[src/rur_pkg.sv]
// Shared types, constants and helper functions for the reliable UDP receiver.
// No dependencies; every other file in src imports this package.
package rur_pkg;

  // Payload size that commit lengths saturate at, and the commit count width
  localparam int PAYLOAD_BYTES = 2048;
  localparam int COMMIT_W      = 12;

  // Word position bookkeeping
  localparam int INDEX_W   = 11;
  localparam int INDEX_MAX = (1 << INDEX_W) - 1;
  localparam int CSUM_IDX  = 6;

  // Result queue depth (one FIN/CLOSE packet pushes two results)
  localparam int Q_DEPTH = 4;
  localparam int Q_PTR_W = $clog2(Q_DEPTH);
  localparam int Q_CNT_W = $clog2(Q_DEPTH + 1);

  // Configuration port
  localparam int CFG_ADDR_W = 3;
  localparam int CFG_DATA_W = 32;
  localparam logic REG_SERVER_SEQ = 1'b0;  // register index, paddr[2]
  localparam logic [31:0] SERVER_SEQ_RESET = 32'd1;

  // Header flag bits
  localparam logic [15:0] FLAG_SYN      = 16'h0001;
  localparam logic [15:0] FLAG_ACK      = 16'h0002;
  localparam logic [15:0] FLAG_FIN      = 16'h0004;
  localparam logic [15:0] FLAG_DATA     = 16'h0008;
  localparam logic [15:0] FLAG_FILENAME = 16'h0010;
  localparam logic [15:0] FLAG_CLOSE    = 16'h0020;

  // Commit kinds
  localparam logic [1:0] COMMIT_NONE = 2'd0;
  localparam logic [1:0] COMMIT_NAME = 2'd1;
  localparam logic [1:0] COMMIT_DATA = 2'd2;

  typedef enum logic [3:0] {
    ST_BAD_CSUM  = 4'd0,
    ST_IGNORED   = 4'd1,
    ST_SYN       = 4'd2,
    ST_HS_DONE   = 4'd3,
    ST_NAME      = 4'd4,
    ST_DATA      = 4'd5,
    ST_OUT_ORDER = 4'd6,
    ST_NO_FILE   = 4'd7,
    ST_FIN       = 4'd8,
    ST_CLOSE     = 4'd9,
    ST_EXTRA_ACK = 4'd10
  } status_t;

  typedef enum logic [1:0] {
    PH_HANDSHAKE   = 2'd0,
    PH_ESTABLISHED = 2'd1,
    PH_CLOSED      = 2'd2
  } phase_t;

  // Input word
  typedef struct packed {
    logic [15:0] packet_word;
    logic        packet_end;
  } rx_item_t;

  // Result word
  typedef struct packed {
    logic                send_frame;
    logic [31:0]         reply_seq;
    logic [31:0]         reply_ack;
    logic [5:0]          reply_flags;
    logic [15:0]         reply_checksum;
    logic [1:0]          commit_kind;
    logic [COMMIT_W-1:0] commit_bytes;
    logic [3:0]          status;
    logic                run_last;
  } res_item_t;

  // Parsed packet view handed from the parser to the session logic
  typedef struct packed {
    logic        good;
    logic [31:0] seq;
    logic [31:0] ack;
    logic [15:0] flags;
    logic [15:0] length;
  } pkt_info_t;

  // Ones' complement add with end-around carry
  function automatic logic [15:0] oc_add(logic [15:0] a, logic [15:0] b);
    logic [16:0] t;
    t = {1'b0, a} + {1'b0, b};
    return t[15:0] + {15'd0, t[16]};
  endfunction

  // Checksum over a reply header (length, checksum and payload are zero)
  function automatic logic [15:0] frame_checksum(logic [31:0] seq, logic [31:0] ack,
                                                 logic [5:0] flags);
    logic [15:0] s;
    s = oc_add(seq[15:0], seq[31:16]);
    s = oc_add(s, ack[15:0]);
    s = oc_add(s, ack[31:16]);
    s = oc_add(s, {10'd0, flags});
    return ~s;
  endfunction

  // Result carrying a frame; commit and status fields left zero
  function automatic res_item_t make_frame(logic [31:0] seq, logic [31:0] ack,
                                           logic [5:0] flags);
    res_item_t r;
    r = '0;
    r.send_frame     = 1'b1;
    r.reply_seq      = seq;
    r.reply_ack      = ack;
    r.reply_flags    = flags;
    r.reply_checksum = frame_checksum(seq, ack, flags);
    return r;
  endfunction

endpackage

[src/rur_parse.sv]
// Packet parser: word position, header capture and running ones' complement sum.
// Depends on rur_pkg.
module rur_parse (
  input  logic                clk,
  input  logic                rst,
  input  logic                advance,
  input  rur_pkg::rx_item_t   item,
  output rur_pkg::pkt_info_t  pkt
);
  import rur_pkg::*;

  logic [INDEX_W-1:0] word_index;
  logic [15:0]        word_sum;
  logic [31:0]        header_seq;
  logic [31:0]        header_ack;
  logic [15:0]        header_flags;
  logic [15:0]        header_length;
  logic [15:0]        header_checksum;

  logic [15:0] word_sum_next;
  logic [31:0] header_seq_next;
  logic [31:0] header_ack_next;
  logic [15:0] header_flags_next;
  logic [15:0] header_length_next;
  logic [15:0] header_checksum_next;
  logic [15:0] w;

  assign w = item.packet_word;

  // Capture header words by position; sum every word but the checksum
  always_comb begin
    header_seq_next      = header_seq;
    header_ack_next      = header_ack;
    header_flags_next    = header_flags;
    header_length_next   = header_length;
    header_checksum_next = header_checksum;
    unique case (word_index)
      INDEX_W'(0): header_seq_next[15:0]  = w;
      INDEX_W'(1): header_seq_next[31:16] = w;
      INDEX_W'(2): header_ack_next[15:0]  = w;
      INDEX_W'(3): header_ack_next[31:16] = w;
      INDEX_W'(4): header_flags_next      = w;
      INDEX_W'(5): header_length_next     = w;
      INDEX_W'(CSUM_IDX): header_checksum_next = w;
      default: ;
    endcase
    word_sum_next = (word_index == INDEX_W'(CSUM_IDX)) ? word_sum : oc_add(word_sum, w);
  end

  // Packet view as of the current word
  always_comb begin
    pkt.good   = (word_index >= INDEX_W'(CSUM_IDX)) &&
                 (~word_sum_next == header_checksum_next);
    pkt.seq    = header_seq_next;
    pkt.ack    = header_ack_next;
    pkt.flags  = header_flags_next;
    pkt.length = header_length_next;
  end

  // Control state: position and sum restart after the last word
  always_ff @(posedge clk) begin
    if (rst) begin
      word_index <= '0;
      word_sum   <= '0;
    end else if (advance) begin
      if (item.packet_end) begin
        word_index <= '0;
        word_sum   <= '0;
      end else begin
        word_sum <= word_sum_next;
        if (word_index != INDEX_W'(INDEX_MAX)) begin
          word_index <= word_index + INDEX_W'(1);
        end
      end
    end
  end

  // Header fields
  always_ff @(posedge clk) begin
    if (advance) begin
      header_seq      <= header_seq_next;
      header_ack      <= header_ack_next;
      header_flags    <= header_flags_next;
      header_length   <= header_length_next;
      header_checksum <= header_checksum_next;
    end
  end

endmodule

[src/rur_session.sv]
// Session state machine: handshake, sequence-checked transfer and teardown.
// Builds one or two result words per packet. Depends on rur_pkg.
module rur_session (
  input  logic                clk,
  input  logic                rst,
  input  logic                fire,
  input  rur_pkg::pkt_info_t  pkt,
  input  logic [31:0]         server_seq,
  output rur_pkg::res_item_t  res0,
  output rur_pkg::res_item_t  res1,
  output logic                two
);
  import rur_pkg::*;

  phase_t      phase, phase_next;
  logic [31:0] expected_seq, expected_seq_next;
  logic        file_open, file_open_next;

  logic                is_xfer;
  logic                is_name;
  logic                is_teardown;
  logic                in_order;
  logic [31:0]         seq_plus;
  logic [COMMIT_W-1:0] bytes;

  // Shared decode
  always_comb begin
    is_xfer     = (pkt.flags & (FLAG_FILENAME | FLAG_DATA)) != '0;
    is_name     = (pkt.flags & FLAG_FILENAME) != '0;
    is_teardown = (pkt.flags & (FLAG_FIN | FLAG_CLOSE)) != '0;
    in_order    = pkt.seq == expected_seq;
    seq_plus    = pkt.seq + 32'd1;
    bytes       = (pkt.length > 16'(PAYLOAD_BYTES)) ? COMMIT_W'(PAYLOAD_BYTES)
                                                    : pkt.length[COMMIT_W-1:0];
  end

  // Next state
  always_comb begin
    phase_next        = phase;
    expected_seq_next = expected_seq;
    file_open_next    = file_open;
    if (fire && pkt.good) begin
      unique case (phase)
        PH_HANDSHAKE: begin
          if ((pkt.flags & FLAG_SYN) == '0 && (pkt.flags & FLAG_ACK) != '0) begin
            expected_seq_next = pkt.ack;
            phase_next        = PH_ESTABLISHED;
          end
        end
        PH_ESTABLISHED: begin
          priority if (is_xfer) begin
            if (in_order && (is_name || file_open)) begin
              file_open_next    = file_open | is_name;
              expected_seq_next = expected_seq + 32'd1;
            end
          end else if (is_teardown) begin
            file_open_next = 1'b0;
            phase_next     = PH_CLOSED;
          end else begin
          end
        end
        default: ;
      endcase
    end
  end

  // Result words
  always_comb begin
    res0 = '0;
    res1 = '0;
    two  = 1'b0;
    res0.status = ST_BAD_CSUM;
    if (pkt.good) begin
      res0.status = ST_IGNORED;
      unique case (phase)
        PH_HANDSHAKE: begin
          priority if ((pkt.flags & FLAG_SYN) != '0) begin
            res0 = make_frame(server_seq, seq_plus, 6'(FLAG_SYN | FLAG_ACK));
            res0.status = ST_SYN;
          end else if ((pkt.flags & FLAG_ACK) != '0) begin
            res0.status = ST_HS_DONE;
          end else begin
          end
        end
        PH_ESTABLISHED: begin
          priority if (is_xfer) begin
            priority if (!in_order) begin
              res0 = make_frame(32'd0, expected_seq, 6'(FLAG_ACK));
              res0.status = ST_OUT_ORDER;
            end else if (!is_name && !file_open) begin
              res0.status = ST_NO_FILE;
            end else begin
              res0 = make_frame(32'd0, seq_plus, 6'(FLAG_ACK));
              res0.commit_kind  = is_name ? COMMIT_NAME : COMMIT_DATA;
              res0.commit_bytes = bytes;
              res0.status       = is_name ? ST_NAME : ST_DATA;
            end
          end else if (is_teardown) begin
            // ACK the peer, then send our own FIN
            res0 = make_frame(32'd0, seq_plus, 6'(FLAG_ACK));
            res1 = make_frame(32'd0, 32'd0, 6'(FLAG_FIN));
            res0.status = ((pkt.flags & FLAG_FIN) != '0) ? ST_FIN : ST_CLOSE;
            res1.status = res0.status;
            two = 1'b1;
          end else if ((pkt.flags & FLAG_ACK) != '0) begin
            res0.status = ST_EXTRA_ACK;
          end else begin
          end
        end
        default: ;
      endcase
    end
    res0.run_last = !two;
    res1.run_last = 1'b1;
  end

  always_ff @(posedge clk) begin
    if (rst) begin
      phase        <= PH_HANDSHAKE;
      expected_seq <= '0;
      file_open    <= 1'b0;
    end else if (fire) begin
      phase        <= phase_next;
      expected_seq <= expected_seq_next;
      file_open    <= file_open_next;
    end
  end

endmodule

[src/rur_res_queue.sv]
// Result queue: takes zero, one or two result words a cycle, gives one.
// Depends on rur_pkg.
module rur_res_queue (
  input  logic                             clk,
  input  logic                             rst,
  input  logic                             push_one,
  input  logic                             push_two,
  input  rur_pkg::res_item_t               in0,
  input  rur_pkg::res_item_t               in1,
  input  logic                             pop,
  output rur_pkg::res_item_t               head,
  output logic                             valid,
  output logic [rur_pkg::Q_CNT_W-1:0]      count
);
  import rur_pkg::*;

  res_item_t          mem [Q_DEPTH];
  logic [Q_PTR_W-1:0] wr_ptr, rd_ptr;
  logic [Q_PTR_W-1:0] wr_ptr_plus;
  logic               do_pop;
  logic [Q_CNT_W-1:0] push_cnt;

  assign wr_ptr_plus = wr_ptr + Q_PTR_W'(1);
  assign valid       = count != '0;
  assign head        = mem[rd_ptr];
  assign do_pop      = pop && valid;
  assign push_cnt    = push_two ? Q_CNT_W'(2) : (push_one ? Q_CNT_W'(1) : Q_CNT_W'(0));

  // Store pushed words
  always_ff @(posedge clk) begin
    if (push_one || push_two) begin
      mem[wr_ptr] <= in0;
    end
    if (push_two) begin
      mem[wr_ptr_plus] <= in1;
    end
  end

  // Advance pointers and fill count
  always_ff @(posedge clk) begin
    if (rst) begin
      wr_ptr <= '0;
      rd_ptr <= '0;
      count  <= '0;
    end else begin
      wr_ptr <= wr_ptr + push_cnt[Q_PTR_W-1:0];
      if (do_pop) begin
        rd_ptr <= rd_ptr + Q_PTR_W'(1);
      end
      count <= count + push_cnt - (do_pop ? Q_CNT_W'(1) : Q_CNT_W'(0));
    end
  end

endmodule

[src/reliable_udp_receiver_unit.sv]
// Top level of the reliable UDP receiver: input register, parser, session, queue.
// Depends on rur_pkg, rur_parse, rur_session and rur_res_queue.
//
// Packet words enter one per cycle into an input register; the parser sums and
// captures the header as each word leaves that register, and on the last word the
// session logic decides the reply and pushes one result word (two for FIN or
// CLOSE once established: an ACK frame then a FIN frame) into a four-entry result
// queue. A non-final word always moves on in the next cycle; a final word waits
// in the input register while the queue has fewer than two free entries, so the
// input sustains one word per cycle as long as results are drained. Result words
// enter the queue as the last word leaves the input register and are offered once
// earlier results have left; queued words leave one per cycle while res_stall is
// low. The server_initial_seq register sits at byte address 0; the user must write
// it only while the block is idle, and the block itself does not enforce this.
module reliable_udp_receiver_unit (
  input  logic                              clk,
  input  logic                              rst,
  input  logic                              rx_valid,
  output logic                              rx_stall,
  input  rur_pkg::rx_item_t                 rx_item,
  output logic                              res_valid,
  input  logic                              res_stall,
  output rur_pkg::res_item_t                res_item,
  input  logic                              psel,
  input  logic                              penable,
  input  logic                              pwrite,
  input  logic [rur_pkg::CFG_ADDR_W-1:0]    paddr,
  input  logic [rur_pkg::CFG_DATA_W-1:0]    pwdata,
  output logic [rur_pkg::CFG_DATA_W-1:0]    prdata,
  output logic                              pready
);
  import rur_pkg::*;

  logic [31:0]        server_initial_seq;
  logic               in_full;
  rx_item_t           in_q;
  logic               proceed;
  logic               room2;
  logic               load;
  logic               fire;
  pkt_info_t          pkt;
  res_item_t          res0, res1;
  logic               two;
  logic [Q_CNT_W-1:0] q_count;

  // Configuration port
  assign pready = 1'b1;
  assign prdata = (paddr[2] == REG_SERVER_SEQ) ? server_initial_seq : '0;

  always_ff @(posedge clk) begin
    if (rst) begin
      server_initial_seq <= SERVER_SEQ_RESET;
    end else if (psel && penable && pwrite && paddr[2] == REG_SERVER_SEQ) begin
      server_initial_seq <= pwdata;
    end
  end

  // Input register: hold a last word until the queue can take two results
  assign room2    = q_count <= Q_CNT_W'(Q_DEPTH - 2);
  assign proceed  = in_full && (!in_q.packet_end || room2);
  assign rx_stall = in_full && !proceed;
  assign load     = rx_valid && !rx_stall;
  assign fire     = proceed && in_q.packet_end;

  always_ff @(posedge clk) begin
    if (rst) begin
      in_full <= 1'b0;
    end else if (load) begin
      in_full <= 1'b1;
    end else if (proceed) begin
      in_full <= 1'b0;
    end
  end

  always_ff @(posedge clk) begin
    if (load) begin
      in_q <= rx_item;
    end
  end

  rur_parse u_parse (
    .clk     (clk),
    .rst     (rst),
    .advance (proceed),
    .item    (in_q),
    .pkt     (pkt)
  );

  rur_session u_session (
    .clk        (clk),
    .rst        (rst),
    .fire       (fire),
    .pkt        (pkt),
    .server_seq (server_initial_seq),
    .res0       (res0),
    .res1       (res1),
    .two        (two)
  );

  rur_res_queue u_queue (
    .clk      (clk),
    .rst      (rst),
    .push_one (fire && !two),
    .push_two (fire && two),
    .in0      (res0),
    .in1      (res1),
    .pop      (!res_stall),
    .head     (res_item),
    .valid    (res_valid),
    .count    (q_count)
  );

`ifndef SYNTHESIS
  // Queue never overfills
  a_queue_bound: assert property (@(posedge clk) disable iff (rst)
    q_count <= Q_CNT_W'(Q_DEPTH))
    else $error("result queue count beyond depth");

  // A teardown pair carries one status and marks only the second word last
  a_pair_shape: assert property (@(posedge clk) disable iff (rst)
    fire && two |-> res0.status == res1.status && !res0.run_last && res1.run_last)
    else $error("teardown result pair malformed");

  // Only the first word of a pair may be non-final, and it is always a frame
  a_nonlast_frame: assert property (@(posedge clk) disable iff (rst)
    res_valid && !res_item.run_last |-> res_item.send_frame)
    else $error("non-final result without a frame");

  // A word that waits in the input register has just been refused room
  a_stall_cause: assert property (@(posedge clk) disable iff (rst)
    rx_stall |-> in_q.packet_end && q_count > Q_CNT_W'(Q_DEPTH - 2))
    else $error("input stalled without a full queue");
`endif

endmodule
[config.mk]
export PLATFORM = sky130hd
export DESIGN_NAME = reliable_udp_receiver_unit
export DESIGN_NICKNAME = d
export VERILOG_FILES = /design/src/rur_pkg.sv /design/src/rur_parse.sv /design/src/rur_session.sv /design/src/rur_res_queue.sv /design/src/reliable_udp_receiver_unit.sv
export SDC_FILE = /design/constraint.sdc
export NUM_CORES = 2
export LEC_CHECK = 0
export BUFFER_PORTS_ARGS = -buffer_cell sky130_fd_sc_hd__clkbuf_2
export CAP_MARGIN = 20
export CELL_PAD_IN_SITES_DETAIL_PLACEMENT = 1
export CELL_PAD_IN_SITES_GLOBAL_PLACEMENT = 1
export CORE_MARGIN = 2
export CORE_UTILIZATION = 49
export DETAILED_ROUTE_END_ITERATION = 8
export PLACE_DENSITY_LB_ADDON = 0.1
export SLEW_MARGIN = 0
export SYNTH_ARGS = -nofsm -noshare
export SYNTH_HDL_FRONTEND = slang
export SYNTH_SLANG_ARGS = --single-unit
[constraint.sdc]
create_clock -name clk -period 17.29 [get_ports clk]
set_input_delay 2.5935 -clock clk [delete_from_list [all_inputs] [get_ports clk]]
set_output_delay 2.5935 -clock clk [all_outputs]
set_load 0.005 [all_outputs]
Word level (Yosys, flattened, before mapping)
Memories as Yosys holds them, arrays and structs flattened. A register that Yosys moved wholly into a read port is not among the register bits.
Cells that the tools add are included.
Storage, ports and cells
  flip-flop bits (word level): 221
  bits in writable memories: 424
  input port bits: 59
  output and inout bits: 141
  word-level logic and storage cells: 166
  memories kept: 1
Memory list
  u_queue.mem: depth 4, bits a word 106, read ports 1, clocked after memory_dff 1, wr ports 2, RTL line rur_res_queue.sv:17  | res_item_t mem [Q_DEPTH];
Cells by class
  $add $sub $neg: 26
  order comparisons: 3
  equality and inequality tests: 16
  multiplexer cells: 58
  bitwise operators: 6
  reductions and logical operators: 39
Operators by type and width (count)
  two-way mux 106 bit: 7
  two-way mux 101 bit: 3
  one-hot mux 106 bit (2 select lines): 1
  adder 16 x 1 -> 16 bit: 9
  two-way mux 16 bit: 8
  two-way mux 32 bit: 4
  adder 16 x 16 -> 17 bit: 6
  adder 32 x 1 -> 32 bit, second input constant: 2
  NOT 16 bit: 4
  one-hot mux 32 bit (2 select lines): 1
  adder 16 x 2 -> 17 bit, second input constant: 3
  == test 11 x 3 -> 1 bit, second input constant: 3
  == test 32 bit: 1
  nonzero test 16 bit: 2
  == test 11 x 2 -> 1 bit, second input constant: 2
  two-way mux 11 bit: 2
  two-way mux 1 bit: 17
  == test 16 bit: 1
  > comparator 16 x 12 -> 1 bit, second input constant: 1
  logical NOT 16 bit: 1
  two-way mux 4 bit: 4
  logical AND 1 bit: 15
  two-way mux 2 bit: 7
  two-way mux 12 bit: 1
  other kinds (26): 43

Logic depth before layout (Yosys ltp)
  depth after elaboration: 13
  depth in mapped cells: 67
  depth with buffers taken out: 66

Modules after synthesis
From an unflattened synthesis, not the netlist that was laid out.
Unflattened totals
  cell total of the unflattened synthesis: 3722
  area total of the unflattened synthesis: 43554.3 µm²
Modules (own cells, without submodules)
  rur_res_queue: times used 1, cells each 1074, area each 20807.5 µm², sequential area each 12912.4 µm²
  rur_session: times used 1, cells each 1796, area each 12821.0 µm², sequential area each 700.7 µm²
  rur_parse: times used 1, cells each 644, area each 7633.6 µm², sequential area each 3903.7 µm²
  reliable_udp_receiver_unit: times used 1, cells each 208, area each 2292.2 µm², sequential area each 1171.1 µm²

Least setup slack after synthesis
No wires, ideal clock.
  kind: flip-flop to flip-flop
  start point: reg server_initial_seq[0]
  end point: mem u_queue.mem[0][32] (netlist bit), data pin
  setup time: 274 ps
  arrival time: 12093 ps
  required time: 17016 ps
  slack: 4923 ps
  stages on the path, launching flop included: 64
  buffers on the path: 1
  clock period less this slack: 12367 ps
  cell sequence: dfxtp_1 -> ha_1 -> inv_1 -> fa_1 -> nor2b_1 -> o21ai_0 -> a21boi_0 -> o21ai_0 -> a21oi_1 -> or2_2 -> a21o_1 -> o41ai_1 -> o21ai_0 -> a21o_1 -> a21o_1 -> ha_1 -> ha_1 -> inv_1 -> (+28 left out) -> ha_1 -> ha_1 -> inv_1 -> a2111oi_2 -> o2111ai_1 -> o21a_1 -> or4_1 -> a21boi_1 -> o21ai_1 -> nor4_1 -> ha_1 -> nor3b_1 -> nand3b_1 -> nor4_1 -> nand2_1 -> xor2_1 -> a222oi_1 -> o21ai_1
RTL lines
  start: declaration: RTL line reliable_udp_receiver_unit.sv:34  | logic [31:0] server_initial_seq;
  start signal: assignment: RTL line reliable_udp_receiver_unit.sv:54  | server_initial_seq <= pwdata;
  end: declaration: RTL line rur_res_queue.sv:17

==> flow_summary.yaml <==
power:
  share_clk_of_total_power_pct: 35.6
  p_leak_nw: 15.8
  ir_drop_v: 0.0000942
  power_frac_comb_pct: 28.9
  power_density_mw_per_mm2: 112
  switching_power_mw: 1.57
  share_seq_of_total_power_pct: 35.5
  cellInternalPower_mw: 3.03
  sw_frac_of_total_pct: 34.1
clock_network:
  numCtsBuffers: 74
  clock-root-buffer: "sky130_fd_sc_hd__clkbuf_16"
  cts_tree: "yes"
  cts_setup_buffers: 0
  clock_input_transition_at_the_sequential_cells_of_the_worst_setup_and_hold_paths_ns: 0.06
  insertion_delay_to_the_later_sink_of_the_worst_skew_pair_ns: 0.66
  clock_tree.buffer_depth: 3
  clock_sink_count: 635
  ctsResizeCount: 0
  cts_hold_buf: 0
  htree_levels: 3
status:
  outcome: "completed"
floorplan:
  floorplan.initialDensity_pct: 49.5
  core_area_sq_mm: 0.0744
  rows: 100
  dieWidth_um: 278
  io_pins: 200
  die_height_um: 278
  floorplan_die_area_sq_mm: 0.0774
worst_setup_path:
  critPathLaunchType: "flop"
  crit_top_cell: "sky130_fd_sc_hd__ha_1"
  critical_path.max_stage_delay_ns: 0.54
  worstPathArrival_ns: 15.57
  path_class: "flop to flop"
  critPathCaptureType: "flop"
  required_ns: 17.69
  slowest_stage: "sky130_fd_sc_hd__or4_1"
  critical_path.max_fanout: 8
detailed_routing:
  wl_met3_mm: 6.87
  post-route-drc-count: 0
  drt_iter0_drc: 2593
  final_antenna_net_count: 0
  avg_vias_per_cell: 6.33
  post_drt_wl_per_cell_um: 25.6
  detailroute.wirelength.met2_mm: 61.2
  number_of_search_and_repair_iterations_in_the_first_detailed_routing_pass: 5
  vias: 31678
  topRoutingLayerUsed: "met4"
  wirelength_met1_mm: 55.3
  totalWireLength_mm: 128
finish:
  instances_no_fill: 5005
  layout.nets: 4171
  fillCellCount: 8424
  postLayoutCellArea_sq_mm: 0.0412
  layout-drive-gt1-share_pct: 15.4
  synthToLayoutAreaGrowth_pct: 11.7
timing:
  final_max_slew_viol_count: 0
  max_slew.worst_pin.slew_ns: 1.21
  relSlewSlack_pct: 19.3
  rsz0062_at_grt: "no"
  fin_setup_tns_ns: 0
  layout_worst_path_cycle_share_pct: 87.7
  timing.final.hold_violations: 0
  finalClockSkew_ns: 0.0697
  final.min_clock_period_ns: 15.17
  setup_viol_count_final: 0
  maxClockFrequency_mhz: 65.9
  final_critical_path_setup_slack_ns: 2.12
synthesis:
  synth_enable_flop_cells: 195
  synthFlopType: "sky130_fd_sc_hd__dfxtp_1"
  synth.avg_cell_area_sq_um: 9.52
  synth.lib_cells_used.distinct: 117
  synth.top_cell.area_share_pct: 23.9
  ys_top_cells_by_area: "sky130_fd_sc_hd__dfxtp_1, sky130_fd_sc_hd__edfxtp_1, sky130_fd_sc_hd__mux4_2"
  postSynthRegisterBits: 635
  synth_seq_area_share_pct: 39.8
  synth.yosys.warnings: 0
  ys_async_sr_fraction_pct: 0
  netlist.top_cell.by_area: "sky130_fd_sc_hd__dfxtp_1"
  mappedNetlistArea_sq_mm: 0.0369
  post_synth_inst_count: 3872
placed_design:
  count_of_input_and_output_buffers: 193
  dpl_cell_area_sq_mm: 0.0386
  placement.setup.worst_slack_ns: 2.48
  place.gp.congestion: 0.948
  dp.final_hpwl_mm: 88.2
  dp.cells: 4867
grt:
  gr-total-overflow: 0
  grt_start_max_net_pins: 70
  antenna_found_initial: 4
  number_of_global_route_vias_before_repair: 32480
  groute.usage.overall_pct: 32.6
  grt_first_pass_wirelength_mm: 196
job:
  cap_violations: 0
hold_path:
  hold_path.class: "flop to flop"
==> final timing paths <==
path,slack [ns],cells after the start,end,start
worst min-delay path,0.45,2,u_queue.mem[1][6],u_queue.mem[1][6]
worst min register to register,0.45,2,u_queue.mem[1][6],u_queue.mem[1][6]
worst max-delay path,2.12,61,u_queue.mem[1][26],server_initial_seq[18]
worst max register to register,2.12,61,u_queue.mem[1][26],server_initial_seq[18]
==> cell usage after synthesis (9+ instances only) <==
cell type and number:
sky130_fd_sc_hd__nor3_1 58, sky130_fd_sc_hd__and3_1 41, sky130_fd_sc_hd__nand3_1 108, sky130_fd_sc_hd__nor3b_1 10, sky130_fd_sc_hd__inv_1 123, sky130_fd_sc_hd__a31oi_1 21
sky130_fd_sc_hd__a211o_1 16, sky130_fd_sc_hd__mux4_2 103, sky130_fd_sc_hd__mux2_2 45, sky130_fd_sc_hd__a22o_1 139, sky130_fd_sc_hd__buf_1 17, sky130_fd_sc_hd__edfxtp_1 195
sky130_fd_sc_hd__nor2_1 215, sky130_fd_sc_hd__xor2_1 83, sky130_fd_sc_hd__buf_4 9, sky130_fd_sc_hd__o21ai_0 305, sky130_fd_sc_hd__or2_2 17, sky130_fd_sc_hd__a21oi_1 158
sky130_fd_sc_hd__ha_1 129, sky130_fd_sc_hd__nor2b_1 51, sky130_fd_sc_hd__xnor2_1 193, sky130_fd_sc_hd__o21ai_1 70, sky130_fd_sc_hd__nand4_1 55, sky130_fd_sc_hd__dfxtp_1 440
sky130_fd_sc_hd__a22oi_1 49, sky130_fd_sc_hd__nand2_1 468, sky130_fd_sc_hd__a211oi_1 26, sky130_fd_sc_hd__nor4_1 35, sky130_fd_sc_hd__o211ai_1 38, sky130_fd_sc_hd__nand2b_1 16
sky130_fd_sc_hd__a21o_1 46, sky130_fd_sc_hd__or4_1 13, sky130_fd_sc_hd__o31ai_1 11, sky130_fd_sc_hd__clkbuf_1 139, sky130_fd_sc_hd__mux2i_1 45, sky130_fd_sc_hd__or3_1 26
sky130_fd_sc_hd__and4_1 13, sky130_fd_sc_hd__and2_1 30, sky130_fd_sc_hd__o22ai_1 11, sky130_fd_sc_hd__buf_2 59, sky130_fd_sc_hd__o21a_1 24
==> final cells by class <==
type | count | area [sq um] | area share, %
well taps | 969 | 1210 | 2.94
clock buffers | 99 | 2060 | 5.00
multi-input cells | 2883 | 20800 | 50.4
clock inverters | 36 | 495 | 1.20
repair buffers | 256 | 1510 | 3.66
diodes | 1 | 2.50 | 0.00608
inverters | 126 | 473 | 1.15
flip-flops and latches | 635 | 14700 | 35.6
==> per-layer routing <==
layer  GRT usage [%]  up-vias
li1                -    14466
met1            42.7    16019
met2            54.7      947
met3            4.16      246
met4            12.7        0
met5               0        -
==> state kept, by name, summed over array words and instances, names as in the netlist, 16 cells and up, named ones only <==
register and cells:
u_queue.mem 412, server_initial_seq 32, u_parse.header_ack 32, u_parse.header_seq 32
u_session.expected_seq 32, in_q 17, u_parse.header_checksum 16, u_parse.header_length 16
u_parse.word_sum 16
==> power by group through the flow <==
stage          Combinational, mW  Clock [mW]  Sequential (mW)
3_5_place_dp                1.30           0             1.67
3_3_place_gp                1.28           0             1.66
6_report                    1.33        1.64             1.63
5_1_grt                     1.44        1.71             1.64
2_1_floorplan              0.978           0             1.63
4_1_cts                     1.31        1.66             1.64
==> kinds of logic after synthesis <==
group	Yosys count	share of synthesized area (%)
fa+ha+maj	139	4.84
mux	200	9.15
buf+inv	356	4.04
compound gates	1033	18.6
flops	635	39.8
other cells	2	0.0204
simple gates	1221	16.5
xor+xnor	286	7.10
==> through the flow <==
| step | hold slack, ns | util (%) | power [mW] |
|---|---|---|---|
| 6_report | 0.448 | 55.3 | 4.60 |
| 5_1_grt | 0.457 | 55.3 | 4.79 |
| 4_1_cts | 0.450 | 55.2 | 4.61 |
| 3_5_place_dp | 0.440 | 51.8 | 2.97 |
| 3_3_place_gp | 0.429 | 51.7 | 2.95 |
| 2_1_floorplan | 0.419 | - | 2.61 |
==> placed cells by master, fill, tap and decap left out, types with 123 or more instances in the layout <==
cell type and instances:
sky130_fd_sc_hd__a21oi_1 158, sky130_fd_sc_hd__a22o_1 139, sky130_fd_sc_hd__clkbuf_2 192, sky130_fd_sc_hd__dfxtp_1 438, sky130_fd_sc_hd__edfxtp_1 195, sky130_fd_sc_hd__ha_1 129, sky130_fd_sc_hd__inv_1 123, sky130_fd_sc_hd__nand2_1 468
sky130_fd_sc_hd__nor2_1 213, sky130_fd_sc_hd__o21ai_0 305, sky130_fd_sc_hd__xnor2_1 193
==> critical path: cells and delay by family, from the launching register on <==
kind | cells | cell delay (ns)
compound gates | 31 | 7.38
xor+xnor | 2 | 0.28
fa+ha+maj | 11 | 3.23
simple gates | 15 | 3.36
buf+inv | 2 | 0.14
flops | 1 | 0.52
(Power assumes the default switching activity.)
